[src/hdl/adsr_gain_envelope_generator_macros.svh]
// assertion macros shared by the rate modulo and the top-level module
`ifndef ADSR_GAIN_ENVELOPE_GENERATOR_MACROS_SVH
`define ADSR_GAIN_ENVELOPE_GENERATOR_MACROS_SVH

// property checked at every clock edge outside reset
`define ADSR_EG_ASSERT(lbl, prop, msg) \
  lbl: assert property (@(posedge clk_i) disable iff (!rst_ni) prop) \
    else $error(msg);

// condition in one cycle implies a consequence in the next
`define ADSR_EG_ASSERT_NEXT(lbl, pre, post, msg) \
  lbl: assert property (@(posedge clk_i) disable iff (!rst_ni) (pre) |=> (post)) \
    else $error(msg);

`endif

[src/hdl/adsr_eg_pkg.sv]
// types, constants and rate tables of the envelope generator
package adsr_eg_pkg;

  localparam int unsigned LevelW = 12;
  localparam int unsigned CntW   = 15;
  localparam int unsigned PerW   = 16;
  localparam int unsigned IdxW   = 5;
  localparam int unsigned OffW   = 11;
  localparam int unsigned CfgIdxW  = 3;
  localparam int unsigned CfgDataW = 8;

  localparam logic [CntW-1:0]   CounterTop = 15'd30720;
  localparam logic [LevelW:0]   LevelMax   = 13'h7ff;
  localparam logic [LevelW:0]   BendPoint  = 13'h600;

  typedef enum logic [1:0] {
    PH_ATTACK,
    PH_DECAY,
    PH_SUSTAIN,
    PH_RELEASE
  } phase_e;

  typedef enum logic [1:0] {
    ST_IDLE,
    ST_CALC,
    ST_WRITE
  } state_e;

  typedef enum logic [CfgIdxW-1:0] {
    REG_ADSR_MODE,
    REG_ATTACK_RATE,
    REG_DECAY_RATE,
    REG_SUSTAIN_LEVEL,
    REG_SUSTAIN_RATE,
    REG_GAIN_SETTING
  } reg_idx_e;

  typedef enum logic [1:0] {
    GC_LIN_DOWN,
    GC_EXP_DOWN,
    GC_LIN_UP,
    GC_BENT_UP
  } gain_curve_e;

  typedef struct packed {
    logic       adsr_mode;
    logic [3:0] attack_rate;
    logic [2:0] decay_rate;
    logic [2:0] sustain_level;
    logic [4:0] sustain_rate;
    logic [7:0] gain_setting;
  } cfg_t;

  typedef struct packed {
    logic [LevelW-1:0] level;
    phase_e            phase;
    logic              active;
    logic              start_pend;
    logic              rel_pend;
  } env_t;

  // period of each rate index, in sample ticks
  function automatic logic [PerW-1:0] period_of(input logic [IdxW-1:0] idx);
    logic [PerW-1:0] p;
    unique case (idx)
      5'd0:  p = 16'd65535;
      5'd1:  p = 16'd2048;
      5'd2:  p = 16'd1536;
      5'd3:  p = 16'd1280;
      5'd4:  p = 16'd1024;
      5'd5:  p = 16'd768;
      5'd6:  p = 16'd640;
      5'd7:  p = 16'd512;
      5'd8:  p = 16'd384;
      5'd9:  p = 16'd320;
      5'd10: p = 16'd256;
      5'd11: p = 16'd192;
      5'd12: p = 16'd160;
      5'd13: p = 16'd128;
      5'd14: p = 16'd96;
      5'd15: p = 16'd80;
      5'd16: p = 16'd64;
      5'd17: p = 16'd48;
      5'd18: p = 16'd40;
      5'd19: p = 16'd32;
      5'd20: p = 16'd24;
      5'd21: p = 16'd20;
      5'd22: p = 16'd16;
      5'd23: p = 16'd12;
      5'd24: p = 16'd10;
      5'd25: p = 16'd8;
      5'd26: p = 16'd6;
      5'd27: p = 16'd5;
      5'd28: p = 16'd4;
      5'd29: p = 16'd3;
      5'd30: p = 16'd2;
      default: p = 16'd1;
    endcase
    return p;
  endfunction

  // phase offset by rate index modulo three
  function automatic logic [OffW-1:0] offset_of(input logic [IdxW-1:0] idx);
    logic [OffW-1:0] o;
    unique case (idx)
      5'd0, 5'd3, 5'd6, 5'd9, 5'd12, 5'd15, 5'd18, 5'd21, 5'd24, 5'd27,
      5'd30: o = 11'd536;
      5'd1, 5'd4, 5'd7, 5'd10, 5'd13, 5'd16, 5'd19, 5'd22, 5'd25, 5'd28,
      5'd31: o = 11'd0;
      default: o = 11'd1040;
    endcase
    return o;
  endfunction

endpackage

[src/hdl/adsr_eg_rate_div.sv]
// bit-serial restoring modulo that decides whether a rate tick fires
`include "adsr_gain_envelope_generator_macros.svh"

module adsr_eg_rate_div
  import adsr_eg_pkg::*;
(
  input  logic            clk_i,
  input  logic            rst_ni,
  input  logic            start_i,
  input  logic [CntW-1:0] dividend_i,
  input  logic [PerW-1:0] divisor_i,
  output logic            done_o,
  output logic            zero_o
);

  localparam int unsigned StepW = $clog2(CntW);

  logic             busy_q, busy_d;
  logic             done_q, done_d;
  logic [StepW-1:0] step_q, step_d;
  logic [CntW-1:0]  dvd_q, dvd_d;
  logic [PerW-1:0]  dvs_q, dvs_d;
  logic [PerW-1:0]  rem_q, rem_d;
  logic [PerW:0]    trial;
  logic [PerW:0]    diff;

  // on start the operands load; while busy, one dividend bit enters the partial remainder per cycle
  always_comb begin
    trial  = {rem_q, dvd_q[CntW-1]};
    diff   = trial - {1'b0, dvs_q};
    busy_d = busy_q;
    done_d = 1'b0;
    step_d = step_q;
    dvd_d  = dvd_q;
    dvs_d  = dvs_q;
    rem_d  = rem_q;
    if (start_i) begin
      busy_d = 1'b1;
      step_d = StepW'(CntW - 1);
      dvd_d  = dividend_i;
      dvs_d  = divisor_i;
      rem_d  = '0;
    end else if (busy_q) begin
      dvd_d = {dvd_q[CntW-2:0], 1'b0};
      rem_d = diff[PerW] ? trial[PerW-1:0] : diff[PerW-1:0];
      if (step_q == '0) begin
        busy_d = 1'b0;
        done_d = 1'b1;
      end else begin
        step_d = step_q - 1'b1;
      end
    end
  end

  // control registers
  always_ff @(posedge clk_i or negedge rst_ni) begin
    if (!rst_ni) begin
      busy_q <= 1'b0;
      done_q <= 1'b0;
      step_q <= '0;
    end else begin
      busy_q <= busy_d;
      done_q <= done_d;
      step_q <= step_d;
    end
  end

  // datapath registers
  always_ff @(posedge clk_i) begin
    dvd_q <= dvd_d;
    dvs_q <= dvs_d;
    rem_q <= rem_d;
  end

  assign done_o = done_q;
  assign zero_o = (rem_q == '0);

  `ADSR_EG_ASSERT(a_rem_below_divisor, busy_q |-> (rem_q < dvs_q), "remainder not reduced")
  `ADSR_EG_ASSERT(a_done_not_busy, done_q |-> !busy_q, "done while still stepping")
  `ADSR_EG_ASSERT_NEXT(a_start_busy, start_i, busy_q, "start did not begin stepping")

endmodule

[src/hdl/adsr_eg_level_upd.sv]
// next envelope state for one tick and the rate index that tick uses
module adsr_eg_level_upd
  import adsr_eg_pkg::*;
(
  input  cfg_t            cfg_i,
  input  env_t            env_i,
  input  logic            voice_end_i,
  input  logic            fires_i,
  output logic [IdxW-1:0] rate_idx_o,
  output env_t            env_o
);

  logic [LevelW:0] lvl;
  logic [LevelW:0] bound;
  logic            work;

  function automatic logic [LevelW:0] exp_down(input logic [LevelW:0] e);
    logic [LevelW:0] em1;
    em1 = e - 1'b1;
    return (e == '0) ? '0 : (em1 - (em1 >> 8));
  endfunction

  // release first, then start, then the selected curve
  always_comb begin
    env_o      = env_i;
    lvl        = {1'b0, env_i.level};
    bound      = {1'b0, 4'(env_i.level[0] & 1'b0) + 4'(cfg_i.sustain_level) + 4'd1, 8'd0};
    work       = env_i.active | env_i.start_pend;
    rate_idx_o = cfg_i.gain_setting[IdxW-1:0];
    if (work) begin
      if (env_i.rel_pend) begin
        env_o.rel_pend = 1'b0;
        env_o.phase    = PH_RELEASE;
      end else begin
        if (env_i.start_pend) begin
          env_o.start_pend = 1'b0;
          lvl              = '0;
          env_o.phase      = PH_ATTACK;
          env_o.active     = 1'b1;
        end
        if (cfg_i.adsr_mode) begin
          unique case (env_o.phase)
            PH_ATTACK: begin
              rate_idx_o = {cfg_i.attack_rate, 1'b1};
              if (fires_i) begin
                lvl = lvl + ((cfg_i.attack_rate == 4'd15) ? 13'd1024 : 13'd32);
                if (lvl >= LevelMax) begin
                  lvl         = LevelMax;
                  env_o.phase = PH_DECAY;
                end
              end
            end
            PH_DECAY: begin
              rate_idx_o = {1'b1, cfg_i.decay_rate, 1'b0};
              if (fires_i) begin
                lvl = exp_down(lvl);
                if (lvl <= bound) begin
                  lvl         = bound;
                  env_o.phase = PH_SUSTAIN;
                end
              end
            end
            PH_SUSTAIN: begin
              rate_idx_o = cfg_i.sustain_rate;
              if ((cfg_i.sustain_rate != '0) && fires_i) begin
                lvl = exp_down(lvl);
              end
            end
            default: begin
              rate_idx_o = '0;
              if (lvl < 13'd8) begin
                lvl          = '0;
                env_o.active = 1'b0;
              end else begin
                lvl = lvl - 13'd8;
              end
            end
          endcase
        end else if (cfg_i.gain_setting[7]) begin
          // direct level
          lvl = {2'b00, cfg_i.gain_setting[6:0], 4'd0};
        end else if ((cfg_i.gain_setting[4:0] != '0) && fires_i) begin
          unique case (gain_curve_e'(cfg_i.gain_setting[6:5]))
            GC_LIN_DOWN: lvl = (lvl < 13'd32) ? '0 : (lvl - 13'd32);
            GC_EXP_DOWN: lvl = exp_down(lvl);
            GC_LIN_UP: begin
              lvl = lvl + 13'd32;
              if (lvl > LevelMax) lvl = LevelMax;
            end
            default: begin
              lvl = lvl + ((lvl < BendPoint) ? 13'd32 : 13'd8);
              if (lvl > LevelMax) lvl = LevelMax;
            end
          endcase
        end
        if (voice_end_i) begin
          env_o.active = 1'b0;
        end
      end
    end
    env_o.level = lvl[LevelW-1:0];
  end

endmodule

[src/hdl/adsr_gain_envelope_generator.sv]
// top level of the one-voice adsr and gain envelope generator
// an accepted word runs the 15-step bit-serial rate modulo in the calc state and is committed to
// the result register from the write state once it is free; only the idle state takes a new word
// the result register frees the slave side while a finished word waits to be taken
// reset: asynchronous, active low; level, phase, flags and rate counter clear to zero
module adsr_gain_envelope_generator
  import adsr_eg_pkg::*;
(
  input  logic                clk_i,
  input  logic                rst_ni,
  // slave side
  input  logic                s_axis_tvalid,
  output logic                s_axis_tready,
  input  logic [7:0]          s_axis_tdata,  // key_on, key_off, voice_end
  // master side
  output logic                m_axis_tvalid,
  input  logic                m_axis_tready,
  output logic [23:0]         m_axis_tdata,  // envelope_level, envelope_readout,
                                             // voice_active, phase
  // configuration
  input  logic                cfg_we_i,
  input  logic [CfgIdxW-1:0]  cfg_idx_i,
  input  logic [CfgDataW-1:0] cfg_data_i
);

  `include "adsr_gain_envelope_generator_macros.svh"

  state_e            state_q, state_d;
  cfg_t              cfg_q;
  logic [LevelW-1:0] level_q;
  phase_e            phase_q;
  logic              active_q;
  logic              start_pend_q;
  logic              rel_pend_q;
  logic              vend_q;
  logic [CntW-1:0]   rate_cnt_q;
  logic              m_valid_q;
  logic [23:0]       m_data_q;

  logic              accept;
  logic              commit;
  logic              out_free;
  logic              div_start;
  logic              div_done;
  logic              div_zero;
  logic [IdxW-1:0]   rate_idx;
  logic [CntW-1:0]   dividend;
  env_t              env_cur;
  env_t              env_nxt;

  assign accept   = s_axis_tvalid & s_axis_tready;
  assign out_free = ~m_valid_q | m_axis_tready;

  // current state with this word's key requests folded in
  always_comb begin
    env_cur.level      = level_q;
    env_cur.phase      = phase_q;
    env_cur.active     = active_q;
    env_cur.start_pend = start_pend_q | (accept & s_axis_tdata[0]);
    env_cur.rel_pend   = rel_pend_q | (accept & s_axis_tdata[1]);
  end

  adsr_eg_level_upd u_level_upd (
    .cfg_i       (cfg_q),
    .env_i       (env_cur),
    .voice_end_i (vend_q),
    .fires_i     (div_zero),
    .rate_idx_o  (rate_idx),
    .env_o       (env_nxt)
  );

  // shared counter plus the phase offset of the selected rate
  assign dividend = rate_cnt_q + CntW'(offset_of(rate_idx));

  adsr_eg_rate_div u_rate_div (
    .clk_i      (clk_i),
    .rst_ni     (rst_ni),
    .start_i    (div_start),
    .dividend_i (dividend),
    .divisor_i  (period_of(rate_idx)),
    .done_o     (div_done),
    .zero_o     (div_zero)
  );

  // sequencer next state and strobes
  always_comb begin
    state_d       = state_q;
    s_axis_tready = 1'b0;
    div_start     = 1'b0;
    commit        = 1'b0;
    unique case (state_q)
      ST_IDLE: begin
        s_axis_tready = 1'b1;
        if (s_axis_tvalid) begin
          div_start = 1'b1;
          state_d   = ST_CALC;
        end
      end
      ST_CALC: begin
        if (div_done) state_d = ST_WRITE;
      end
      ST_WRITE: begin
        if (out_free) begin
          commit  = 1'b1;
          state_d = ST_IDLE;
        end
      end
      default: state_d = ST_IDLE;
    endcase
  end

  // sequencer state register
  always_ff @(posedge clk_i or negedge rst_ni) begin
    if (!rst_ni) begin
      state_q <= ST_IDLE;
    end else begin
      state_q <= state_d;
    end
  end

  // configuration registers
  always_ff @(posedge clk_i or negedge rst_ni) begin
    if (!rst_ni) begin
      cfg_q <= '0;
    end else if (cfg_we_i) begin
      unique case (reg_idx_e'(cfg_idx_i))
        REG_ADSR_MODE:     cfg_q.adsr_mode     <= cfg_data_i[0];
        REG_ATTACK_RATE:   cfg_q.attack_rate   <= cfg_data_i[3:0];
        REG_DECAY_RATE:    cfg_q.decay_rate    <= cfg_data_i[2:0];
        REG_SUSTAIN_LEVEL: cfg_q.sustain_level <= cfg_data_i[2:0];
        REG_SUSTAIN_RATE:  cfg_q.sustain_rate  <= cfg_data_i[4:0];
        REG_GAIN_SETTING:  cfg_q.gain_setting  <= cfg_data_i;
        default:           cfg_q               <= cfg_q;
      endcase
    end
  end

  // envelope state, pending requests and rate counter
  always_ff @(posedge clk_i or negedge rst_ni) begin
    if (!rst_ni) begin
      level_q      <= '0;
      phase_q      <= PH_ATTACK;
      active_q     <= 1'b0;
      start_pend_q <= 1'b0;
      rel_pend_q   <= 1'b0;
      vend_q       <= 1'b0;
      rate_cnt_q   <= '0;
    end else if (accept) begin
      start_pend_q <= env_cur.start_pend;
      rel_pend_q   <= env_cur.rel_pend;
      vend_q       <= s_axis_tdata[2];
    end else if (commit) begin
      level_q      <= env_nxt.level;
      phase_q      <= env_nxt.phase;
      active_q     <= env_nxt.active;
      start_pend_q <= env_nxt.start_pend;
      rel_pend_q   <= env_nxt.rel_pend;
      rate_cnt_q   <= (rate_cnt_q == '0) ? CounterTop : (rate_cnt_q - 1'b1);
    end
  end

  // result register
  always_ff @(posedge clk_i or negedge rst_ni) begin
    if (!rst_ni) begin
      m_valid_q <= 1'b0;
    end else if (commit) begin
      m_valid_q <= 1'b1;
    end else if (m_axis_tready) begin
      m_valid_q <= 1'b0;
    end
  end

  always_ff @(posedge clk_i) begin
    if (commit) begin
      m_data_q <= {1'b0, env_nxt.phase, env_nxt.active,
                   env_nxt.level[LevelW-1:4], env_nxt.level};
    end
  end

  assign m_axis_tvalid = m_valid_q;
  assign m_axis_tdata  = m_data_q;

  `ADSR_EG_ASSERT(a_level_range, m_axis_tvalid |-> (m_axis_tdata[11:0] <= 12'd2048), "level out of range")
  `ADSR_EG_ASSERT(a_counter_range, rate_cnt_q <= CounterTop, "rate counter beyond top")
  `ADSR_EG_ASSERT(a_done_in_calc, div_done |-> (state_q == ST_CALC), "modulo finished outside calc")
  `ADSR_EG_ASSERT_NEXT(a_commit_shows, commit, m_axis_tvalid, "committed word not presented")

endmodule
[config.mk]
export PLATFORM = sky130hd
export DESIGN_NAME = adsr_gain_envelope_generator
export DESIGN_NICKNAME = d
export VERILOG_FILES = /design/src/hdl/adsr_eg_pkg.sv /design/src/hdl/adsr_eg_rate_div.sv /design/src/hdl/adsr_eg_level_upd.sv /design/src/hdl/adsr_gain_envelope_generator.sv
export VERILOG_INCLUDE_DIRS = /design/src /design/src/hdl
export SDC_FILE = /design/constraint.sdc
export NUM_CORES = 1
export LEC_CHECK = 0
export ABC_AREA = 1
export ABC_CLOCK_PERIOD_IN_PS = 8700
export BUFFER_PORTS_ARGS = -buffer_cell sky130_fd_sc_hd__buf_2
export CAP_MARGIN = 25
export CORE_ASPECT_RATIO = 0.8
export CORE_UTILIZATION = 50
export DETAILED_ROUTE_END_ITERATION = 8
export PLACE_DENSITY = 0.65
export REMOVE_ABC_BUFFERS = 1
export SETUP_SLACK_MARGIN = 0.5
export SKIP_CTS_REPAIR_TIMING = 1
export SYNTH_ARGS = -nofsm -noshare
export SYNTH_HDL_FRONTEND = slang
export SYNTH_SLANG_ARGS = --single-unit
[constraint.sdc]
create_clock -name clk_i -period 8.7 [get_ports clk_i]
set_input_delay 1.74 -clock clk_i [delete_from_list [all_inputs] [get_ports clk_i]]
set_output_delay 1.74 -clock clk_i [all_outputs]
set_load 0.005 [all_outputs]
== Word level (Yosys, flattened, before mapping) ==
Memory sizes are Yosys's and may differ from the RTL's. A register that Yosys moved wholly into a read port is not among the register bits.
Index checks and enable logic that the tools add are counted.

* Magnitude comparators: 7
* Reductions and logical operators: 25
* Bitwise operators: 9
* Add/sub/neg operators: 12
* Muxes and demuxes: 69
* Eq/ne operators: 16

{| class="wikitable"
|+ Operator list
! kind !! count
|-
| $mux 12 || 15
|-
| $pmux 12 s3 || 2
|-
| $mux 15 || 3
|-
| $mux 13 || 3
|-
| $gt 13x11->1 const B || 2
|-
| $mux 4 || 6
|-
| $mux 1 || 20
|-
| $mux 5 || 4
|-
| $mux 2 || 9
|-
| $sub 17x16->17 || 1
|-
| $logic_not 16->1 || 1
|-
| $mux 16 || 1
|-
| $reduce_and 2->1 || 8
|-
| $add 15x11->15 || 1
|-
| $logic_not 15->1 || 1
|-
| $pmux 5 s3 || 1
|-
| $sub 15x1->15 const B || 1
|-
| $add 13x11->13 || 1
|-
| $add 13x6->13 || 1
|-
| $add 13x6->13 const B || 1
|-
| $ge 13x11->1 const B || 1
|-
| $le 13x12->1 || 1
|-
| $logic_not 13->1 || 1
|-
| $lt 13x11->1 const B || 1
|-
| other kinds (32) || 52
|}

* Memories: 2
* Output and inout port bits: 26
* Bits in registers: 120
* Memory bits (read-only): 640
* Input bits: 24
* Word-level logic and storage cells: 161

{| class="wikitable"
|+ Memory list
! name !! depth !! bits a word !! read ports !! clocked after Yosys merged registers in !! write ports !! line !! text
|-
| (no name shown) || 32 || 16 || 1 || 1 || 0 || adsr_eg_pkg.sv:65 || <nowiki>unique case (idx)</nowiki>
|-
| (no name shown) || 32 || 4 || 1 || 0 || 0 || adsr_eg_pkg.sv:105 || <nowiki>unique case (idx)</nowiki>
|}

== Longest topological paths before layout ==
* Word-level depth: 21
* Depth in mapped cells: 42
* Gate-level depth less buffers: 41

== By module ==
From an unflattened synthesis, not the netlist that was laid out.

* Cell total of the unflattened synthesis: 1652
* Area, all modules: 11126.9 µm²

{| class="wikitable"
|+ By module, submodules not included
! module !! instances !! cells each !! sequential area each (µm²) !! area an instance (µm²)
|-
| adsr_gain_envelope_generator || 1 || 506 || 1951.9 || 4189.0
|-
| adsr_eg_level_upd || 1 || 688 || 0.0 || 3671.0
|-
| adsr_eg_rate_div || 1 || 458 || 1401.3 || 3266.9
|}

== Worst setup path before layout ==
OpenSTA, ideal clock, no wires.

* Path kind: input-to-reg
* Start: input s_axis_tdata[0]
* End: register u_rate_div.dvd_q[14], data pin
* Required time: 8.413 ns
* Stages: 35
* Setup time: 0.287 ns
* Data arrival time: 5.698 ns
* Buffers on the path: 1
* Path slack: 2.715 ns
* Cells stage by stage: nand3_4 -> nand2_8 -> buf_8 -> nor2_1 -> inv_2 -> nand2_2 -> nor2_2 -> inv_1 -> nor2_2 -> nand2_1 -> o21ai_1 -> inv_1 -> ha_1 -> nor2_1 -> a21oi_1 -> o21ai_1 -> mux2i_1 -> ha_1 -> nand2_1 -> o21ai_0 -> inv_1 -> nor2_1 -> inv_1 -> nor2_1 -> inv_1 -> nor2_1 -> nand2_1 -> nand2_1 -> nand2_1 -> a21oi_1 -> inv_1 -> nor2_1 -> nand2_1 -> nand2_1 -> a31oi_1

* Word-level cells in the longest chain between the ends: 13
* Elaborated cells between the ends (all ways): 16
* Those cells by class: add/sub (1); eq/ne (2); mux (8); bitwise (3); reduce/logical (1); memory (1)

{| class="wikitable"
|+ RTL lines
! item !! line !! text
|-
| start, declared || adsr_gain_envelope_generator.sv:14 || <nowiki>input logic [7:0] s_axis_tdata,</nowiki>
|-
| $and 1x1->1 (*) || adsr_gain_envelope_generator.sv:59 || <nowiki>env_cur.start_pend = start_pend_q | (accept & s_axis_tdata[0]);</nowiki>
|-
| $or 1x1->1 (*) || adsr_gain_envelope_generator.sv:59 ||
|-
| $mux 4 || adsr_eg_level_upd.sv:35 || <nowiki>if (env_i.start_pend) begin</nowiki>
|-
| $mux 4 || adsr_eg_level_upd.sv:31 || <nowiki>if (env_i.rel_pend) begin</nowiki>
|-
| $mux 4 || adsr_eg_level_upd.sv:30 || <nowiki>if (work) begin</nowiki>
|-
| $eq 2x2->1, or another cell as far along || adsr_eg_level_upd.sv:42 || <nowiki>unique case (env_o.phase)</nowiki>
|-
| $pmux 5 s3 || adsr_eg_level_upd.sv:42 ||
|-
| $mux 5 || adsr_eg_level_upd.sv:41 || <nowiki>if (cfg_i.adsr_mode) begin</nowiki>
|-
| $mux 5 || adsr_eg_level_upd.sv:31 ||
|-
| $mux 5 (*) || adsr_eg_level_upd.sv:30 ||
|-
| $mem_v2 32x4 (*) || - ||
|-
| $add 15x11->15 (*) || adsr_gain_envelope_generator.sv:73 || <nowiki>assign dividend = rate_cnt_q + CntW'(offset_of(rate_idx));</nowiki>
|-
| $mux 15 (*) || adsr_eg_rate_div.sv:37 || <nowiki>if (start_i) begin</nowiki>
|-
| net u_rate_div.dvd_d[14] || adsr_eg_rate_div.sv:21 || <nowiki>logic [CntW-1:0] dvd_q, dvd_d;</nowiki>
|-
| end signal, assigned || adsr_eg_rate_div.sv:70 || <nowiki>dvd_q <= dvd_d;</nowiki>
|-
| end, declared || adsr_eg_rate_div.sv:21 ||
|}

The timed path passes the listed nets; every way through them passes the cells marked *. The select of a mux whose other input is x is not followed.
A chain may end at the register's enable or synchronous reset.

== Final worst setup path ==
* Start: input s_axis_tvalid
* End: register u_rate_div.dvd_q[14], data pin

* Word-level cells in the longest chain between the ends: 14
* Elaborated cells between the ends (all ways): 21
* Those cells by class: add/sub (1); eq/ne (2); mux (10); bitwise (6); reduce/logical (1); memory (1)

{| class="wikitable"
|+ RTL lines
! item !! line !! text
|-
| start, declared || adsr_gain_envelope_generator.sv:12 || <nowiki>input logic s_axis_tvalid,</nowiki>
|-
| $and 1x1->1 || adsr_gain_envelope_generator.sv:51 || <nowiki>assign accept = s_axis_tvalid & s_axis_tready;</nowiki>
|-
| $and 1x1->1 || adsr_gain_envelope_generator.sv:59 ||
|-
| $or 1x1->1 || adsr_gain_envelope_generator.sv:59 ||
|-
| $mux 4 || adsr_eg_level_upd.sv:35 ||
|-
| $mux 4 || adsr_eg_level_upd.sv:31 ||
|-
| $mux 4 || adsr_eg_level_upd.sv:30 ||
|-
| $eq 2x2->1, or another cell as far along || adsr_eg_level_upd.sv:42 ||
|-
| $pmux 5 s3 || adsr_eg_level_upd.sv:42 ||
|-
| $mux 5 || adsr_eg_level_upd.sv:41 ||
|-
| $mux 5 || adsr_eg_level_upd.sv:31 ||
|-
| $mux 5 || adsr_eg_level_upd.sv:30 ||
|-
| $mem_v2 32x4 || - ||
|-
| $add 15x11->15 || adsr_gain_envelope_generator.sv:73 ||
|-
| $mux 15 (*) || adsr_eg_rate_div.sv:37 ||
|-
| net u_rate_div.dvd_d[14] || adsr_eg_rate_div.sv:21 ||
|}

Marks and branches as above.

==> impl_results.md <==
- Clock Skew: between 0.015 and 0.02 ns
- # rows: 45
- Commonest cells in the netlist: nand2_1 (354), inv_1 (191), nor2_1 (126)
- Layout Cells excl Fill: 1,721
- Clock buffer depth: 2
- CP Class: in2reg
- Antenna violations before repair: 1
- Prevailing post-synth register cell: dfrtp_1
- Final setup fails: 0
- Root Driver: clkbuf_16
- Hold Path Class: reg2reg
- CP delay by family, top: simple AND/OR/NAND/NOR gates
- DR vias: 9,418
- Fmax: 0.1383 GHz
- Routed length per instance: 16.77 um
- Final worst path period need: around 7.2 ns
- Hold Startpoint: u_rate_div.done_o
- Share of synthesized flip-flops with an asynchronous set or reset: 0.5280
- Hold WS: 0.4855 ns
- Residual overflow from global routing: 0
- Max-cap violations: 0
- Leading area contributor after synthesis: dfrtp_1
- Comb pwr share: 0.667
- Area of the multi-input gates: 5648 sq um
- Crit-path max FO: 18
- Reg power frac: 0.195
- Critical Path Max Stage Delay: around 0.47 ns
- Gr usage total: 0.2904
- Status: finished, final reports clean
- Register area: roughly 3300 sq um
- I/O Buffers: 43
- Int Power: 2.239 mW
- Total clock sinks: 125
- Fillers: 1,886
- Core box area: 19,200 sq um
- Sw Share: 0.5381
- PwrDens: between 400 and 500 nW/um^2
- RSZ-0062 raised after global routing: no
- Critical Path Start: s_axis_tvalid
- Synth cell types: 63
- Vias in the first global route: roughly 8.5k
- Worst r2r src: state_q[0]
- Most frequent cell after synthesis: nand2_1
- Area Growth Syn to Fin: 9.839%
- EDFF count, synth: 43
- Starting Density: 0.5173
- Final Hold Viols: 0
- Total Power: 4.848 mW
- CTS buffer count: 17
- Layout Utilization: 0.5682
- Die boundary height: 128.1 um
- Syn. warnings: 0
- Peak supply drop: a little over 300 uV
- Normalized max-slew margin: 0.3368
- Post-DR vias/cell: approximately 5.5
- Die area: 20,440 sq um
- Switch Pwr: 2.608 mW
- CP max-delay cell: nor2_2
- Diode count: 0
- Crit start category: input port
- Clock group share of total power: 0.138
- Clk Latency, worst-skew pair: 0.42 ns
- Share of layout cells above drive strength 1: 0.1128
- Place WS: 1.120 ns
- Element type at the critical path end: flip-flop
- Gpl congestion: 0.9854
- Worst endpoint required time: ~9 ns
- CTS tree: built
- Final WL: 28,860 um
- Leak: 5.279 nW
- Final Cell Area: roughly 11,000 sq um
- Sequential-to-total area share from yosys stat: 0.3285
- Antenna viol nets, final: 0
- Fin. max-slew vios: 0
- Mapped Cells: between 1k and 1.5k
- Mapped cell area: 9932 sq um
- Post-Syn Area per Cell: 7.009 sq um
- TNS Setup: 0 ns
- H-tree Lvls: 4
- PnR worst setup slack: ~1.5 ns
- Critical path arrival: 7.39 ns
- Synth top area share: 0.1663
- First-pass GRT wire length: ~46,000 um
- Die Width: roughly 160 um
- I/O pin cnt: 50
- CP most frequent cell: nand2_1
- # nets final: 1,525
- Residual DRC: 0
- CTS clk-pin slew, worst paths: 0.06 ns
- Fin crit share: 0.8314
- Post-DP HPWL: ~22,000 um
- Top cells by area in the synthesized netlist: dfrtp_1 (17%), nand2_1 (13%), edfxtp_1 (13%), inv_1 (7.2%), ha_1 (6.0%)
- First-pass iteration count of the detailed router: 5
- Flops & latches, synth: 125
- Pin count of the biggest net entering global routing: 67
- Worst-Margin Slew: 0.9844 ns
- Area after DPL: between 10,000 and 15,000 sq um
- Iteration-0 DRC Markers: slightly above 900
- Bufs and invs on worst path: 8
- Placed cells: about 1.7k
-- power groups by stage --
stage	clock [mW]	sequential, mW	combinational, mW
after detailed placement	0	0.953	3.14
after CTS	0.683	0.945	3.16
after floorplan	0	0.914	2.35
after global placement	0	0.952	3.10
final	0.668	0.947	3.23
after global routing	0.705	0.966	3.61
-- worst register-to-register path: cells and delay by family, from the launching register on --
kind,cells,cell delay (ns)
buffers and inverters,7,0.77
adder cells (fa/ha/maj),2,0.66
AND/OR/NAND/NOR,19,2.97
flip-flops,1,0.43
AO/OA/AOI/OAI,6,1.11
multiplexers,1,0.16
-- layer usage --
metal  GRT usage  routed length (um)
met1      0.4308               14390
met4     0.06222                 319
met5           0                   0
met3     0.07182                2420
met2      0.4236               11730
-- kinds of logic after synthesis --
family,share of synthesized area
other,0.0003776
and+or+nand+nor,0.3022
buffers and inverters,0.1028
DFF,0.3285
xor gates and xnor gates,0.04182
muxes,0.002016
AOI/OAI and AO/OA,0.1557
adders and majority gates,0.06652
-- registers in the layout, summed over array words and instances, names as in the netlist, 2 cells and up --
name               count
cfg_q                 24
level_q               12
m_axis_tdata          15
phase_q                2
rate_cnt_q            15
state_q                2
u_rate_div.dvd_q      15
u_rate_div.dvs_q      13
u_rate_div.rem_q      16
u_rate_div.step_q      4
-- cell type report --
cell class / instances / area share
clock buffer: 19 / 0.04060
inverter: 211 / 0.07306
timing repair buffer: 56 / 0.03051
multi-input combinational: 1039 / 0.5177
sequential: 125 / 0.2991
tap: 258 / 0.02959
clock inverter: 13 / 0.009405
-- layout by cell type (no fill, tap or decap), types with 4 or more instances in the layout --
cell	n
a21oi_1	79
a31oi_1	14
buf_2	43
buf_4	12
clkbuf_16	17
dfrtp_1	66
dfxtp_1	16
edfxtp_1	43
ha_1	48
inv_1	191
inv_2	17
inv_6	5
nand2_1	354
nand2_2	9
nand3_1	87
nand3_2	8
nand3b_1	7
nand4_1	25
nor2_1	126
nor2_2	14
nor2_4	6
nor3_1	15
o211ai_1	23
o21ai_0	110
o21ai_1	10
o22ai_1	7
o31ai_1	7
or2_2	6
xnor2_1	10
xor2_1	30
xor2_2	4
-- final timing paths --
| path | to | slack, ns | cells after the start |
|---|---|---|---|
| min | state_q[0] | 0.49 | 1 |
| min in group asynchronous | level_q[1] | 1.53 | 2 |
| max | u_rate_div.dvd_q[14] | 1.47 | 35 |
| min reg2reg | state_q[0] | 0.49 | 1 |
| max reg2reg | u_rate_div.dvd_q[14] | 2.33 | 35 |
| max in group asynchronous | cfg_q[3] | 6.56 | 2 |
No activity file was read; power rests on OpenSTA's default activity.
